==> src/design/pcbp_pkg.sv <==
// pcbp_pkg: shared types and constants of the prefix code bit packer
// no dependencies; used by every module under design/
`timescale 1ns / 1ps

package pcbp_pkg;

    // item operations carried in s_tuser
    typedef enum logic [1:0] {
        OP_LOAD   = 2'd0,
        OP_START  = 2'd1,
        OP_ENCODE = 2'd2,
        OP_FINISH = 2'd3
    } op_t;

    // field widths
    localparam int SYM_W   = 8;
    localparam int WORD_W  = 32;
    localparam int LEN_W   = 6;
    localparam int BYTE_W  = 8;

    // longest code word kept in the table
    localparam int MAX_CODE_LEN = 32;
    localparam int LEN_CAP      = (MAX_CODE_LEN < WORD_W) ? MAX_CODE_LEN : WORD_W;

    // leftover bits between items
    localparam int PEND_W  = 7;
    localparam int PCNT_W  = 3;

    // pending bits plus one code word, rounded up to whole bytes
    localparam int ACC_W   = 40;
    localparam int SUM_W   = 6;

    // at most four bytes per item
    localparam int MAX_RES = 4;
    localparam int RCNT_W  = 3;
    localparam int RIDX_W  = 2;

    // results of one item, handed from the packer to the output buffer
    typedef struct packed {
        logic [MAX_RES-1:0][BYTE_W-1:0] bytes;
        logic [RCNT_W-1:0]              n;
        logic                           byte_valid;
        logic                           last_flag;
    } res_t;

endpackage

==> src/design/pcbp_out_buf.sv <==
// pcbp_out_buf: result register holding the bytes of one item, sent one per transfer
// depends on pcbp_pkg; takes a new item when empty or on its last transfer
`timescale 1ns / 1ps

module pcbp_out_buf (
    input  logic                        aclk,
    input  logic                        aresetn,
    input  logic                        load,
    input  pcbp_pkg::res_t              res,
    output logic                        free,
    output logic                        m_tvalid,
    input  logic                        m_tready,
    output logic [pcbp_pkg::BYTE_W-1:0] m_tdata,
    output logic                        m_tuser,
    output logic                        m_tlast
);

    logic [pcbp_pkg::MAX_RES-1:0][pcbp_pkg::BYTE_W-1:0] bytes_reg;
    logic [pcbp_pkg::RCNT_W-1:0] cnt_reg;
    logic [pcbp_pkg::RIDX_W-1:0] idx_reg;
    logic                        bv_reg;
    logic                        last_reg;
    logic                        xfer;

    assign xfer     = m_tvalid && m_tready;
    assign free     = (cnt_reg == '0) || ((cnt_reg == pcbp_pkg::RCNT_W'(1)) && m_tready);
    assign m_tvalid = (cnt_reg != '0);
    assign m_tdata  = bytes_reg[idx_reg];
    assign m_tuser  = bv_reg;
    assign m_tlast  = last_reg;

    // count and read pointer
    always_ff @(posedge aclk) begin
        if (!aresetn) begin
            cnt_reg <= '0;
            idx_reg <= '0;
        end else if (load) begin
            cnt_reg <= res.n;
            idx_reg <= '0;
        end else if (xfer) begin
            cnt_reg <= cnt_reg - pcbp_pkg::RCNT_W'(1);
            idx_reg <= idx_reg + pcbp_pkg::RIDX_W'(1);
        end
    end

    // result payload
    always_ff @(posedge aclk) begin
        if (load) begin
            bytes_reg <= res.bytes;
            bv_reg    <= res.byte_valid;
            last_reg  <= res.last_flag;
        end
    end

    a_cnt_bound: assert property (@(posedge aclk) disable iff (!aresetn)
        cnt_reg <= pcbp_pkg::RCNT_W'(pcbp_pkg::MAX_RES))
        else $error("output count out of range");

    a_idx_bound: assert property (@(posedge aclk) disable iff (!aresetn)
        (4'(idx_reg) + 4'(cnt_reg)) <= 4'(pcbp_pkg::MAX_RES))
        else $error("read pointer runs past the stored bytes");

    a_last_alone: assert property (@(posedge aclk) disable iff (!aresetn)
        m_tvalid && m_tlast |-> (cnt_reg == pcbp_pkg::RCNT_W'(1)) && (idx_reg == '0))
        else $error("finish result is not a single transfer");

endmodule

==> config.mk <==
export PLATFORM = sky130hd
export DESIGN_NAME = pcbp_out_buf
export DESIGN_NICKNAME = d
export VERILOG_FILES = /design/src/design/pcbp_pkg.sv /design/src/design/pcbp_out_buf.sv
export SDC_FILE = /design/constraint.sdc
export NUM_CORES = 1
export LEC_CHECK = 0
export ABC_AREA = 1
export BUFFER_PORTS_ARGS = -buffer_cell sky130_fd_sc_hd__buf_2
export CORE_MARGIN = 4
export CORE_UTILIZATION = 30
export CTS_BUF_LIST = sky130_fd_sc_hd__clkbuf_4 sky130_fd_sc_hd__clkbuf_8 sky130_fd_sc_hd__clkbuf_16
export CTS_CLUSTER_DIAMETER = 100
export DETAILED_ROUTE_END_ITERATION = 10
export REMOVE_ABC_BUFFERS = 1
export SYNTH_ARGS = -nofsm -noshare
export SYNTH_HDL_FRONTEND = slang
export SYNTH_SLANG_ARGS = --single-unit
export TNS_END_PERCENT = 5
==> constraint.sdc <==
create_clock -name aclk -period 2.4 [get_ports aclk]
set_clock_uncertainty 0.1 [all_clocks]
set_input_delay 0.12 -clock aclk [delete_from_list [all_inputs] [get_ports aclk]]
set_output_delay 0.12 -clock aclk [all_outputs]
set_load 0.02 [all_outputs]
== Word-level counts from Yosys, hierarchy flattened ==
Cells that the tools add are included.

* $add $sub $neg: 2
* Eq/ne operators: 1
* Order comparisons: 1
* Reduce and logical (&&, ||, !) cells: 7
* Multiplexer cells: 4
* Bitwise gates (word level): 1

{| class="wikitable"
|+ Operator list
! operator !! count
|-
| $bmux 8 s2 || 1
|-
| $mux 8 || 1
|-
| $mux 3 || 2
|-
| $eq 3x1->1 const B || 1
|-
| $logic_not 3->1 || 1
|-
| $lt 2x3->1 const B || 1
|-
| $reduce_bool 3->1 || 1
|-
| $sub 3x1->3 const B || 1
|-
| $add 2x1->2 const B || 1
|-
| $logic_and 1x1->1 || 2
|-
| $reduce_bool 2->1 || 1
|-
| $reduce_or 2->1 || 1
|-
| $logic_or 1x1->1 || 1
|-
| $not 1->1 || 1
|}

* Word-level logic and storage cells: 24
* Register bits after elaboration: 39
* Output and inout port bits: 12

== Depth between registers and ports, before layout ==
* Depth after elaboration: 4
* Gate-level depth with buffers: 8
* Depth with buffers taken out: 8

== Worst setup path before layout ==
OpenSTA, ideal clock, no wires.

* Path kind: flip-flop to output port
* From: register idx_reg[0] (netlist bit)
* To: output m_tdata[0] (netlist bit)
* Path slack: 1,168 ps
* Cell stages (with the launch flop): 6
* Arrival: 1,012 ps
* Path buffers: 2
* Cell sequence: dfxtp_1 buf_6 inv_8 buf_12 nor2_1 o22ai_1

* Longest elaborated chain between the ends: 2

{| class="wikitable"
|+ RTL lines
! item !! RTL line !! text
|-
| start: declaration || pcbp_out_buf.sv:20 || <nowiki>logic [pcbp_pkg::RIDX_W-1:0] idx_reg;</nowiki>
|-
| start signal: assignment || pcbp_out_buf.sv:42 || <nowiki>idx_reg <= idx_reg + pcbp_pkg::RIDX_W'(1);</nowiki>
|-
| $bmux 8 s2 || pcbp_out_buf.sv:28 || <nowiki>assign m_tdata = bytes_reg[idx_reg];</nowiki>
|-
| $mux 8 (implied by the code) || pcbp_out_buf.sv:28 ||
|-
| end: declaration || pcbp_out_buf.sv:13 || <nowiki>output logic [pcbp_pkg::BYTE_W-1:0] m_tdata,</nowiki>
|}

Every way passes these cells. The select of a mux whose other input is x is not followed.

== Final worst setup path ==
* From: register idx_reg[0] (netlist bit)
* To: output m_tdata[3] (netlist bit)

Same word-level chain as after synthesis.

==> results.sh <==
export IMPL_run_status="complete, no violations"
export IMPL_clk_path_buf_depth=2
export IMPL_crit_type="reg -> out"
export IMPL_core_region_area_um2=5205
export IMPL_die_area_um2=6733
export IMPL_critPathRequiredTime_ps=2180
export IMPL_fin_worst_hold_slack_ps=10.25
export IMPL_cp_slowest_cell="dfxtp_1"
export IMPL_rr_worst_depth=4
export IMPL_cts_sinks=39
export IMPL_endpoint_kind="output pin"
export IMPL_p_per_area_nw_per_um2=616.0
export IMPL_drive_gt1_share_pct=37.73
export IMPL_regArea_um2=1121
export IMPL_clkTransAtPathRegs_ps=70
export IMPL_h_tree_depth=2
export IMPL_antenna_found_initial=0
export IMPL_die_y_um=82.06
export IMPL_antenna_left=0
export IMPL_slew_viol_final=0
export IMPL_grt_max_degree=33
export IMPL_yosysSeqAreaShare_pct=68.14
export IMPL_via_per_inst=4.231
export IMPL_post_cts_resized=0
export IMPL_cp_data_arrival_time_ps=1590
export IMPL_cp_num_buf_inv=3
export IMPL_hold_viol_final=0
export IMPL_start_util_pct=31.61
export IMPL_min_path_type="in -> reg"
export IMPL_largest_register_ffs=32
export IMPL_overflow=0
export IMPL_place_hpwl_um=2391
export IMPL_slew_headroom_pct=56.04
export IMPL_place_congestion=0.7748
export IMPL_grt_pass1_wl_um=5706
export IMPL_rsz0062_at_grt="false"
export IMPL_area_delta_synth_final_pct=45.32
export IMPL_crit_chain="buf_4 -> inv_8 -> o21ai_0 -> o22ai_2 -> buf_2"
export IMPL_fill_cells=520
export IMPL_setup_viol=0
export IMPL_setup_tns_ps=0
export IMPL_crit_start="idx_reg[0]"
export IMPL_max_stage_delay_ps=520
export IMPL_cts_tree="built"
export IMPL_wire_per_inst_um=12.24
export IMPL_fin_crit_sh_pct=75.27
export IMPL_portBuffers=52
export IMPL_clk_latency_ps=280
export IMPL_reg2reg_from="idx_reg[0]"
export IMPL_grt_pass1_vias=1277
export IMPL_r2r_end="idx_reg[1]"
export IMPL_critPathCapture="m_tdata[3]"
export IMPL_reg2reg_setup_slack_ps=1110
export IMPL_worstMarginPinSlew_ps=659.3
export IMPL_drt_first_iter_violations=31
export IMPL_groute_usage_overall_pct=11.20
export IMPL_path_depth=5
export IMPL_avgSynthCellArea_um2=12.96
export IMPL_cts_root_buf="clkbuf_8"
export IMPL_nNetsFinal=263
export IMPL_multi_input_area_um2=436.7
export IMPL_max_clock_freq_mhz=553.6
export IMPL_syn_area_um2=1645
export IMPL_ys_ff_latch=39
export IMPL_first_pass_iters=4
export IMPL_maxCapViolCount=0
export IMPL_synth_warnings=0
export IMPL_leakage_nw=0.9837
export IMPL_drc=0
export IMPL_rows=26
export IMPL_start_kind="register"
export IMPL_num_vias=1227
export IMPL_period_needed_ps=1807
export IMPL_netlist_instances=127
export IMPL_worstPathMaxFanout=17
export IMPL_num_io_pins=53
export IMPL_n_antenna_cell=0
export IMPL_cpLargestDelayFamily="flip-flops"
export IMPL_vdd_drop_max_v=0.0005093
export IMPL_cts_buffers=5
export IMPL_ys_types=23
export IMPL_final_instance_count_excl_fill=290
export IMPL_drt_wl_total_um=3549
export IMPL_final_core_utilization_pct=45.94
export IMPL_die_w_um=82.06
export IMPL_dp_cells=248
## cell families (layout without fill, tap and decap cells)
logic type / after synthesis / after routing / share of synthesized area, %
buf+inv: 12 / 105 / 5.323
compound gates: 29 / 29 / 11.03
simple gates: 44 / 44 / 13.23
flops: 39 / 39 / 68.14
fa+ha+maj: 3 / 3 / 2.282
## where the power goes
part	internal, mW	switching (mW)	total (mW)
Sequential	0.794	0.0194	0.814
Clock	0.226	0.204	0.431
Combinational	0.108	0.120	0.229
Total	1.13	0.344	1.47
## per-stage QoR
step	worst slack, ps	power [mW]	area [µm²]
after global placement	913.0	1.018	1962
final	593.5	1.473	2391
after global routing	468.4	1.538	2391
after detailed placement	879.1	1.018	1962
after CTS	569.8	1.486	2391
after floorplan	932.2	0.9268	1599
## layout make-up
type	count	share of cell area, %
clock buffers	7	3.506
flip-flops and latches	39	46.89
inverters	9	1.727
multi-input cells	76	18.26
clock inverters	1	0.2093
well taps	70	3.663
repair buffers	88	25.75
## per-layer routing
layer	global-route usage (%)	wire length, µm	part of all wire [%]
met2	19.47	1759	50
met5	0	0	0
met1	13.25	1511	43
met3	4.276	278	7.8
met4	1.993	0	0
## worst min path at each step
stage / start / endpoint / cells past startpoint
after floorplan: res[5] / bytes_reg[0] / 0
after global placement: res[32] / bytes_reg[27] / 1
after detailed placement: res[29] / bytes_reg[24] / 1
after CTS: aresetn / cnt_reg[2] / 3
after global routing: aresetn / idx_reg[0] / 3
final: aresetn / cnt_reg[2] / 3
## tightest hold or removal path, cell delays in order
cell    delay (ps)
buf_2           90
inv_1           60
nor2_1          90
## repair_timing
action | 4_1_cts | 5_1_grt
setup buffers | 0 | 0
endpoints found under the setup margin | 0 | 0
hold buffers | 34 | 0
endpoints found under the hold margin | 34 | 0
## Yosys cell counts
cell / instances / area, µm²
nand3b_1: 1 / 7.510
a21oi_1: 2 / 10.01
inv_2: 3 / 11.26
nand3_2: 1 / 10.01
ha_1: 3 / 37.54
nand2_2: 1 / 6.260
buf_6: 1 / 11.26
inv_8: 1 / 11.26
nand2_4: 2 / 22.52
buf_8: 1 / 15.01
buf_12: 1 / 20.02
o21ai_0: 15 / 75.07
inv_1: 5 / 18.77
nor2_1: 13 / 48.80
o21ai_2: 3 / 26.28
o21bai_1: 1 / 7.510
dfxtp_1: 5 / 100.1
nor2_2: 8 / 50.05
o22ai_2: 2 / 25.02
o22ai_1: 6 / 37.54
nand2_1: 14 / 52.55
nand3_1: 4 / 20.02
edfxtp_1: 34 / 1021
## placed cells by master (no fill, tap or decap)
cell and count:
inv_2 3, nand2_1 14, nor2_2 8, inv_1 5
edfxtp_1 34, o21ai_2 3, buf_4 2, ha_1 3
nand3b_1 1, o22ai_2 2, nand3_1 4, o21ai_0 15
dlygate4sd3_1 34, clkbuf_8 5, a21oi_1 2, clkbuf_4 2
nand2_2 1, o22ai_1 6, nand3_2 1, clkinv_2 1
nand2_4 2, nor2_1 13, buf_2 52, inv_8 1
dfxtp_1 5, o21bai_1 1
(Power assumes the default switching activity.)
