<file path="src/design/pcbp_pkg.sv">
// pcbp_pkg: shared types and constants of the prefix code bit packer
// no dependencies; used by every module under design/
`timescale 1ns / 1ps

package pcbp_pkg;

    // item operations carried in s_tuser
    typedef enum logic [1:0] {
        OP_LOAD   = 2'd0,
        OP_START  = 2'd1,
        OP_ENCODE = 2'd2,
        OP_FINISH = 2'd3
    } op_t;

    // field widths
    localparam int SYM_W   = 8;
    localparam int WORD_W  = 32;
    localparam int LEN_W   = 6;
    localparam int BYTE_W  = 8;

    // longest code word kept in the table
    localparam int MAX_CODE_LEN = 32;
    localparam int LEN_CAP      = (MAX_CODE_LEN < WORD_W) ? MAX_CODE_LEN : WORD_W;

    // leftover bits between items
    localparam int PEND_W  = 7;
    localparam int PCNT_W  = 3;

    // pending bits plus one code word, rounded up to whole bytes
    localparam int ACC_W   = 40;
    localparam int SUM_W   = 6;

    // at most four bytes per item
    localparam int MAX_RES = 4;
    localparam int RCNT_W  = 3;
    localparam int RIDX_W  = 2;

    // results of one item, handed from the packer to the output buffer
    typedef struct packed {
        logic [MAX_RES-1:0][BYTE_W-1:0] bytes;
        logic [RCNT_W-1:0]              n;
        logic                           byte_valid;
        logic                           last_flag;
    } res_t;

endpackage

</file>
<file path="src/design/pcbp_packer.sv">
// pcbp_packer: appends code words to the leftover bits and cuts whole bytes
// depends on pcbp_pkg; holds the pending bit state between items
`timescale 1ns / 1ps

module pcbp_packer (
    input  logic                        aclk,
    input  logic                        aresetn,
    input  logic                        adv,
    input  pcbp_pkg::op_t               op,
    input  logic                        sym_ok,
    input  logic [pcbp_pkg::WORD_W-1:0] word,
    input  logic [pcbp_pkg::LEN_W-1:0]  len,
    input  logic [pcbp_pkg::PCNT_W-1:0] pad,
    output pcbp_pkg::res_t              res
);

    logic [pcbp_pkg::PEND_W-1:0] pend_bits_reg, pend_bits_next;
    logic [pcbp_pkg::PCNT_W-1:0] pend_cnt_reg, pend_cnt_next;

    logic [pcbp_pkg::ACC_W-1:0]  acc;
    logic [pcbp_pkg::ACC_W-1:0]  acc_left;
    logic [pcbp_pkg::SUM_W-1:0]  cnt;
    logic [pcbp_pkg::PCNT_W-1:0] pad_cnt;
    logic [pcbp_pkg::MAX_RES-1:0][pcbp_pkg::BYTE_W-1:0] enc_bytes;

    // zero bits needed to fill the last byte, kept to three bits
    assign pad_cnt = pcbp_pkg::PCNT_W'(0) - pad;

    // join leftover bits and the code word, then left-justify
    always_comb begin
        acc = ({{(pcbp_pkg::ACC_W-pcbp_pkg::PEND_W){1'b0}}, pend_bits_reg} << len)
            | pcbp_pkg::ACC_W'(word);
        cnt = pcbp_pkg::SUM_W'(pend_cnt_reg) + pcbp_pkg::SUM_W'(len);
        acc_left = acc << (pcbp_pkg::SUM_W'(pcbp_pkg::ACC_W) - cnt);
        for (int k = 0; k < pcbp_pkg::MAX_RES; k++) begin
            enc_bytes[k] = acc_left[pcbp_pkg::ACC_W-1-pcbp_pkg::BYTE_W*k -: pcbp_pkg::BYTE_W];
        end
    end

    // results and next pending state per operation
    always_comb begin
        res            = '0;
        pend_bits_next = pend_bits_reg;
        pend_cnt_next  = pend_cnt_reg;
        unique case (op)
            pcbp_pkg::OP_LOAD: begin
            end
            pcbp_pkg::OP_START: begin
                res.bytes[0]   = pcbp_pkg::BYTE_W'(pad_cnt);
                res.n          = pcbp_pkg::RCNT_W'(1);
                res.byte_valid = 1'b1;
                pend_bits_next = '0;
                pend_cnt_next  = '0;
            end
            pcbp_pkg::OP_ENCODE: begin
                if (sym_ok && (len != '0)) begin
                    res.bytes      = enc_bytes;
                    res.n          = cnt[pcbp_pkg::SUM_W-1:pcbp_pkg::PCNT_W];
                    res.byte_valid = 1'b1;
                    pend_cnt_next  = cnt[pcbp_pkg::PCNT_W-1:0];
                    pend_bits_next = acc[pcbp_pkg::PEND_W-1:0]
                                   & ~({pcbp_pkg::PEND_W{1'b1}} << cnt[pcbp_pkg::PCNT_W-1:0]);
                end
            end
            pcbp_pkg::OP_FINISH: begin
                res.bytes[0]   = pcbp_pkg::BYTE_W'(pend_bits_reg);
                res.n          = pcbp_pkg::RCNT_W'(1);
                res.byte_valid = (pend_cnt_reg != '0);
                res.last_flag  = 1'b1;
                pend_bits_next = '0;
                pend_cnt_next  = '0;
            end
            default: begin
            end
        endcase
    end

    // pending state moves only when the item leaves for the output buffer
    always_ff @(posedge aclk) begin
        if (!aresetn) begin
            pend_bits_reg <= '0;
            pend_cnt_reg  <= '0;
        end else if (adv) begin
            pend_bits_reg <= pend_bits_next;
            pend_cnt_reg  <= pend_cnt_next;
        end
    end

    // bits above the pending count stay clear, so an empty flush sends zero
    a_pend_clean: assert property (@(posedge aclk) disable iff (!aresetn)
        (pend_bits_reg >> pend_cnt_reg) == '0)
        else $error("pending bits set above pending count");

    a_finish_clears: assert property (@(posedge aclk) disable iff (!aresetn)
        adv && (op == pcbp_pkg::OP_FINISH) |=> (pend_cnt_reg == '0) && (pend_bits_reg == '0))
        else $error("pending bits survive a finish");

    a_res_bound: assert property (@(posedge aclk) disable iff (!aresetn)
        adv |-> (res.n <= pcbp_pkg::RCNT_W'(pcbp_pkg::MAX_RES)))
        else $error("too many results for one item");

endmodule

</file>
<file path="config.mk">
export PLATFORM = sky130hd
export DESIGN_NAME = pcbp_packer
export DESIGN_NICKNAME = d
export VERILOG_FILES = /design/src/design/pcbp_pkg.sv /design/src/design/pcbp_packer.sv
export SDC_FILE = /design/constraint.sdc
export NUM_CORES = 1
export LEC_CHECK = 0
export BUFFER_PORTS_ARGS = -buffer_cell sky130_fd_sc_hd__buf_2
export CORE_MARGIN = 8
export CORE_UTILIZATION = 50
export DETAILED_ROUTE_END_ITERATION = 6
export PLACE_DENSITY_LB_ADDON = 0.05
export SLEW_MARGIN = 25
export SYNTH_ARGS = -nofsm -noshare
export SYNTH_HDL_FRONTEND = slang
export SYNTH_SLANG_ARGS = --single-unit
</file>
<file path="constraint.sdc">
create_clock -name aclk -period 5.3 [get_ports aclk]
set_clock_uncertainty 0.05 [all_clocks]
set_input_delay 1.06 -clock aclk [delete_from_list [all_inputs] [get_ports aclk]]
set_output_delay 1.06 -clock aclk [all_outputs]
set_load 0.02 [all_outputs]
</file>
# --- Word level (Yosys, flattened, before mapping) ---
# Index checks and enable logic that the tools add are counted.
totals:
  wordCells: 29
  n_memories: 0
  mem_bits_rw: 0
  input_bits: 47
  register_bits: 10
  latch_bits: 0
  rom_bits: 0
  out_inout_bits: 37
classes:
  n_lt_le_gt_ge: 0
  eq_ne: 4
  div_mod_pow: 0
  shifts: 3
  reduce_logical: 6
  n_addsub: 3
  bitwise: 3
  mul: 0
  muxes: 8
op_table:
  columns: ["operator", "count"]
  rows:
  - ["$or 40x32->40", 1]
  - ["$shl 40x6->40", 1]
  - ["$shl 7x6->40", 1]
  - ["$mux 36", 1]
  - ["$pmux 12 s3", 1]
  - ["$mux 24", 1]
  - ["$pmux 7 s2", 1]
  - ["$and 7x7->7", 1]
  - ["$mux 7", 1]
  - ["$not 7->7", 1]
  - ["$shl 7x3->7 const A", 1]
  - ["$add 3x6->6", 1]
  - ["$pmux 3 s2", 1]
  - ["$reduce_bool 6->1", 1]
  - ["$sub 6x6->6 const A", 1]
  - ["$eq 2x2->1 const B", 2]
  - ["$mux 3", 1]
  - ["$reduce_and 3->1", 1]
  - ["$reduce_bool 3->1", 1]
  - ["$sub 1x3->3 const A", 1]
  - ["$eq 2x1->1 const B", 1]
  - ["$ne 2x2->1 const B", 1]
  - ["$reduce_bool 2->1", 1]
  - ["$reduce_or 2->1", 1]
  - ["other kinds (2)", 2]

# --- Longest topological paths before layout ---
depth:
  ltp_word: 6
  mapped_depth: 17
  ltp_nobuf: 12

# --- Least setup slack after synthesis ---
# OpenSTA, ideal clock, no wires.
synth_path:
  path_kind: "input -> output"
  start: "input len[0] in the netlist's numbering"
  end: "output res[6] in the netlist's numbering"
  t_required_ns: 4.190
  path_slack_ns: -0.731
  n_path_buf: 6
  arrival_time_ns: 4.921
  cell_stages: 16
  path_cell_list: "ha_1 -> clkbuf_1 -> inv_1 -> clkbuf_1 -> clkbuf_1 -> buf_2 -> ha_1 -> inv_1 -> ha_1 -> clkbuf_1 -> clkinv_1 -> clkbuf_1 -> nand2_1 -> o41ai_1 -> o31ai_1 -> o31ai_1"
synth_lines:
  columns: ["item", "line", "rtl"]
  rows:
  - ["start, declared", "pcbp_packer.sv:12", "input logic [pcbp_pkg::LEN_W-1:0] len,"]
  - ["end, declared", "pcbp_packer.sv:14", "output pcbp_pkg::res_t res"]

==> flow_summary.json <==
{
  "fillers": 869,
  "synthesis.area_um2": 4760,
  "ant_nets": 0,
  "cts_hold_buf": 0,
  "setup_viol": 0,
  "crit_start": "len[0]",
  "finalNonFillerCells": 870,
  "critPathCapture": "res[10]",
  "worst-path-max-fanout": 46,
  "drc_errors": 0,
  "power_density_nw_per_um2": 160,
  "fin_nets": 799,
  "hold_viol_final": 0,
  "worstMarginPinSlew_ns": 0.738,
  "viasPerCell": 7.15,
  "worstPathRequired_ns": 4.19,
  "netlist_instances": 661,
  "avgSynthCellArea_um2": 7.20,
  "swShare_pct": 53.7,
  "area_delta_synth_final_pct": 20.3,
  "synth_nets": 717,
  "clk_path_buf_depth": 2,
  "maxCapViolCount": 0,
  "first_pass_iters": 6,
  "yosysSeqAreaShare_pct": 4.20,
  "core-area_um2": 9240,
  "grt_max_degree": 51,
  "ys_dominant_reg_cell": "dfxtp_1",
  "r2r_slack_ns": 3.14,
  "cellLeakagePower_nw": 2.30,
  "start_util_pct": 51.5,
  "die_y_um": 114,
  "slew_headroom_pct": 49.5,
  "post_route_cells_drive_above_1_share_pct": 32.3,
  "grt-ovfl-total": 0,
  "track_usage_pct": 31.0,
  "clk_pin_slew_ns": 0.04,
  "crit_arrival_ns": 4.16,
  "n_antenna_cell": 0,
  "dr.max_layer_used": "met4",
  "grt_pass1_vias": 5909,
  "post-route-min-period_ns": 5.27,
  "wl_per_cell_um": 24.3,
  "power_frac_seq_pct": 8.5,
  "rsz0062_at_grt": "true",
  "drv_slew": 0,
  "internal_power_mw": 0.425,
  "htree_levels": 1,
  "dp_slack_ns": -0.0208,
  "synth_seq_cells": 10,
  "die_area_um2": 12900,
  "antenna_found_initial": 0,
  "final_core_util_pct": 62.0,
  "hold_path_class": "reg -> reg",
  "outcome": "completed",
  "comb_power_share_pct": 82.7,
  "r2r-end": "pend_bits_reg[6]$_SDFFE_PN0P_",
  "ir_drop_uv": 141,
  "met1_length_um": 8630,
  "port_buffers": 83,
  "placed_cells": 864,
  "clock_latency_ns": 0.24,
  "yosysUniqueCellTypes": 92,
  "vias": 6220,
  "drt_wl_total_um": 21100,
  "layout_setup_ws_ns": 0.0329,
  "wl_met2_um": 9280,
  "cts_sinks": 10,
  "met3_length_um": 2310,
  "max_freq_mhz": 190,
  "largest_register_ffs": 7,
  "p_switching_mw": 0.493,
  "clock_power_share_pct": 8.7,
  "drtIter0Drc": 768,
  "cts_buffers": 3,
  "rows": 35,
  "io_pins": 84,
  "r2r_start": "pend_cnt_reg[0]$_SDFFE_PN0P_",
  "hpwl_um": 16600,
  "synth_edf_count": 0,
  "grt_first_pass_wirelength_um": 32600,
  "r2r_cells": 8,
  "cp-start-kind": "primary input",
  "end_kind": "primary output",
  "die_w_um": 114,
  "synthArstFlopShare_pct": 0,
  "hold_start": "pend_cnt_reg[2]$_SDFFE_PN0P_",
  "cts_root_buf": "clkbuf_8",
  "yosysWarnings": 0,
  "cts_tree": "built",
  "gp_congestion": 1.09,
  "hold_slack_ns": 0.512,
  "finalCritPeriodShare_pct": 99.4,
  "worst-setup-path-type": "in -> out"
}
-- per-layer routing --
metal  vias to the layer above  global-route usage [%]
li1                       2761                       -
met1                      2948                    41.0
met2                       439                    48.1
met3                        72                    5.97
met4                         0                    12.8
met5                         -                       0
-- per-stage QoR --
stage	power, mW	TNS (ns)	area (um2)
2_1_floorplan	0.551	0	4820
3_3_place_gp	0.770	0	5520
3_5_place_dp	0.776	-0.0341	5520
4_1_cts	0.861	0	5570
5_1_grt	0.960	-0.0375	5730
6_report	0.918	0	5730
-- cell type report --
type,instances,area [um2],area share (%)
clock buffers,3,41.3,0.721
inverters,16,65.1,1.14
repair buffers,134,878,15.3
well taps,129,161,2.82
multi-input cells,578,4380,76.5
flip-flops and latches,10,200,3.49
-- how the worst min path moves through the flow --
stage                                    to  slack (ns)  cells past startpoint
2_1_floorplan  pend_cnt_reg[2]$_SDFFE_PN0P_        0.46                      2
3_3_place_gp   pend_cnt_reg[2]$_SDFFE_PN0P_        0.49                      2
3_5_place_dp   pend_cnt_reg[2]$_SDFFE_PN0P_        0.51                      2
4_1_cts        pend_cnt_reg[2]$_SDFFE_PN0P_        0.52                      2
5_1_grt        pend_cnt_reg[2]$_SDFFE_PN0P_        0.53                      2
6_report       pend_cnt_reg[2]$_SDFFE_PN0P_        0.51                      2
-- Yosys cell counts, types with 8 or more instances --
cell | instances | area (um2)
o22ai_1 | 22 | 138
nor2_1 | 72 | 270
a31oi_1 | 12 | 75.1
inv_1 | 14 | 52.6
a32oi_1 | 12 | 105
nand2_1 | 58 | 218
nand3_1 | 20 | 100
nor3_1 | 21 | 105
a22oi_1 | 11 | 82.6
a221oi_1 | 8 | 70.1
o21ai_1 | 11 | 55.1
mux2i_1 | 35 | 350
mux4_2 | 12 | 270
a21oi_1 | 42 | 210
mux2_2 | 25 | 282
nor2b_1 | 16 | 100
o21ai_0 | 21 | 105
buf_2 | 18 | 90.1
ha_1 | 8 | 100
clkbuf_1 | 29 | 109
a211oi_1 | 20 | 150
dfxtp_1 | 10 | 200
-- cell usage in the layout (no fill, tap or decap), types with 5 or more instances in the layout --
master	count
buf_2	83
nor2_1	72
nand2_1	56
buf_4	45
a21oi_1	42
mux2i_1	34
mux2_2	25
o22ai_1	21
nand3_1	20
o21ai_0	20
nor3_1	20
nor2b_1	16
a211oi_1	16
inv_1	13
mux4_2	12
a32oi_1	12
o21ai_1	12
a22oi_1	11
a31oi_1	11
dfxtp_1	10
and2_1	6
a21o_1	6
nand2b_1	6
a221oi_1	6
o2bb2ai_1	5
o21a_1	5
o32ai_1	5
a211oi_2	5
ha_1	5
buf_12	5
-- kinds of logic (layout without fill, tap and decap cells) --
kind of cell | count (synthesis) | in the layout | synth area share, %
AND/OR/NAND/NOR | 234 | 234 | 24.3
multiplexers | 78 | 78 | 20.7
buffers and inverters | 73 | 153 | 7.12
adder cells (fa/ha/maj) | 9 | 9 | 2.52
flip-flops | 10 | 10 | 4.20
AO/OA/AOI/OAI | 252 | 252 | 39.6
XOR/XNOR | 5 | 5 | 1.50
-- repair_timing --
action,CTS,global route
setup buffers,0,2
pin swaps,0,3
cloned,0,1
endpoints found under the setup margin,3,30
resized for setup,3,25
-- critical path, stage by stage --
cell     delay, ns
buf_2         0.11
ha_2          0.20
fa_1          0.51
ha_2          0.43
buf_12        0.24
mux4_2        0.59
a22o_1        0.34
o311a_1       0.31
a31oi_1       0.16
buf_2         0.19
-- power by group through the flow --
stage	Combinational, mW	Sequential [mW]	Clock [mW]
after CTS	0.704	0.0782	0.0795
after global routing	0.799	0.0784	0.0822
after floorplan	0.472	0.0789	0
final	0.760	0.0784	0.0803
after detailed placement	0.696	0.0796	0
after global placement	0.691	0.0795	0
(Power assumes the default switching activity.)
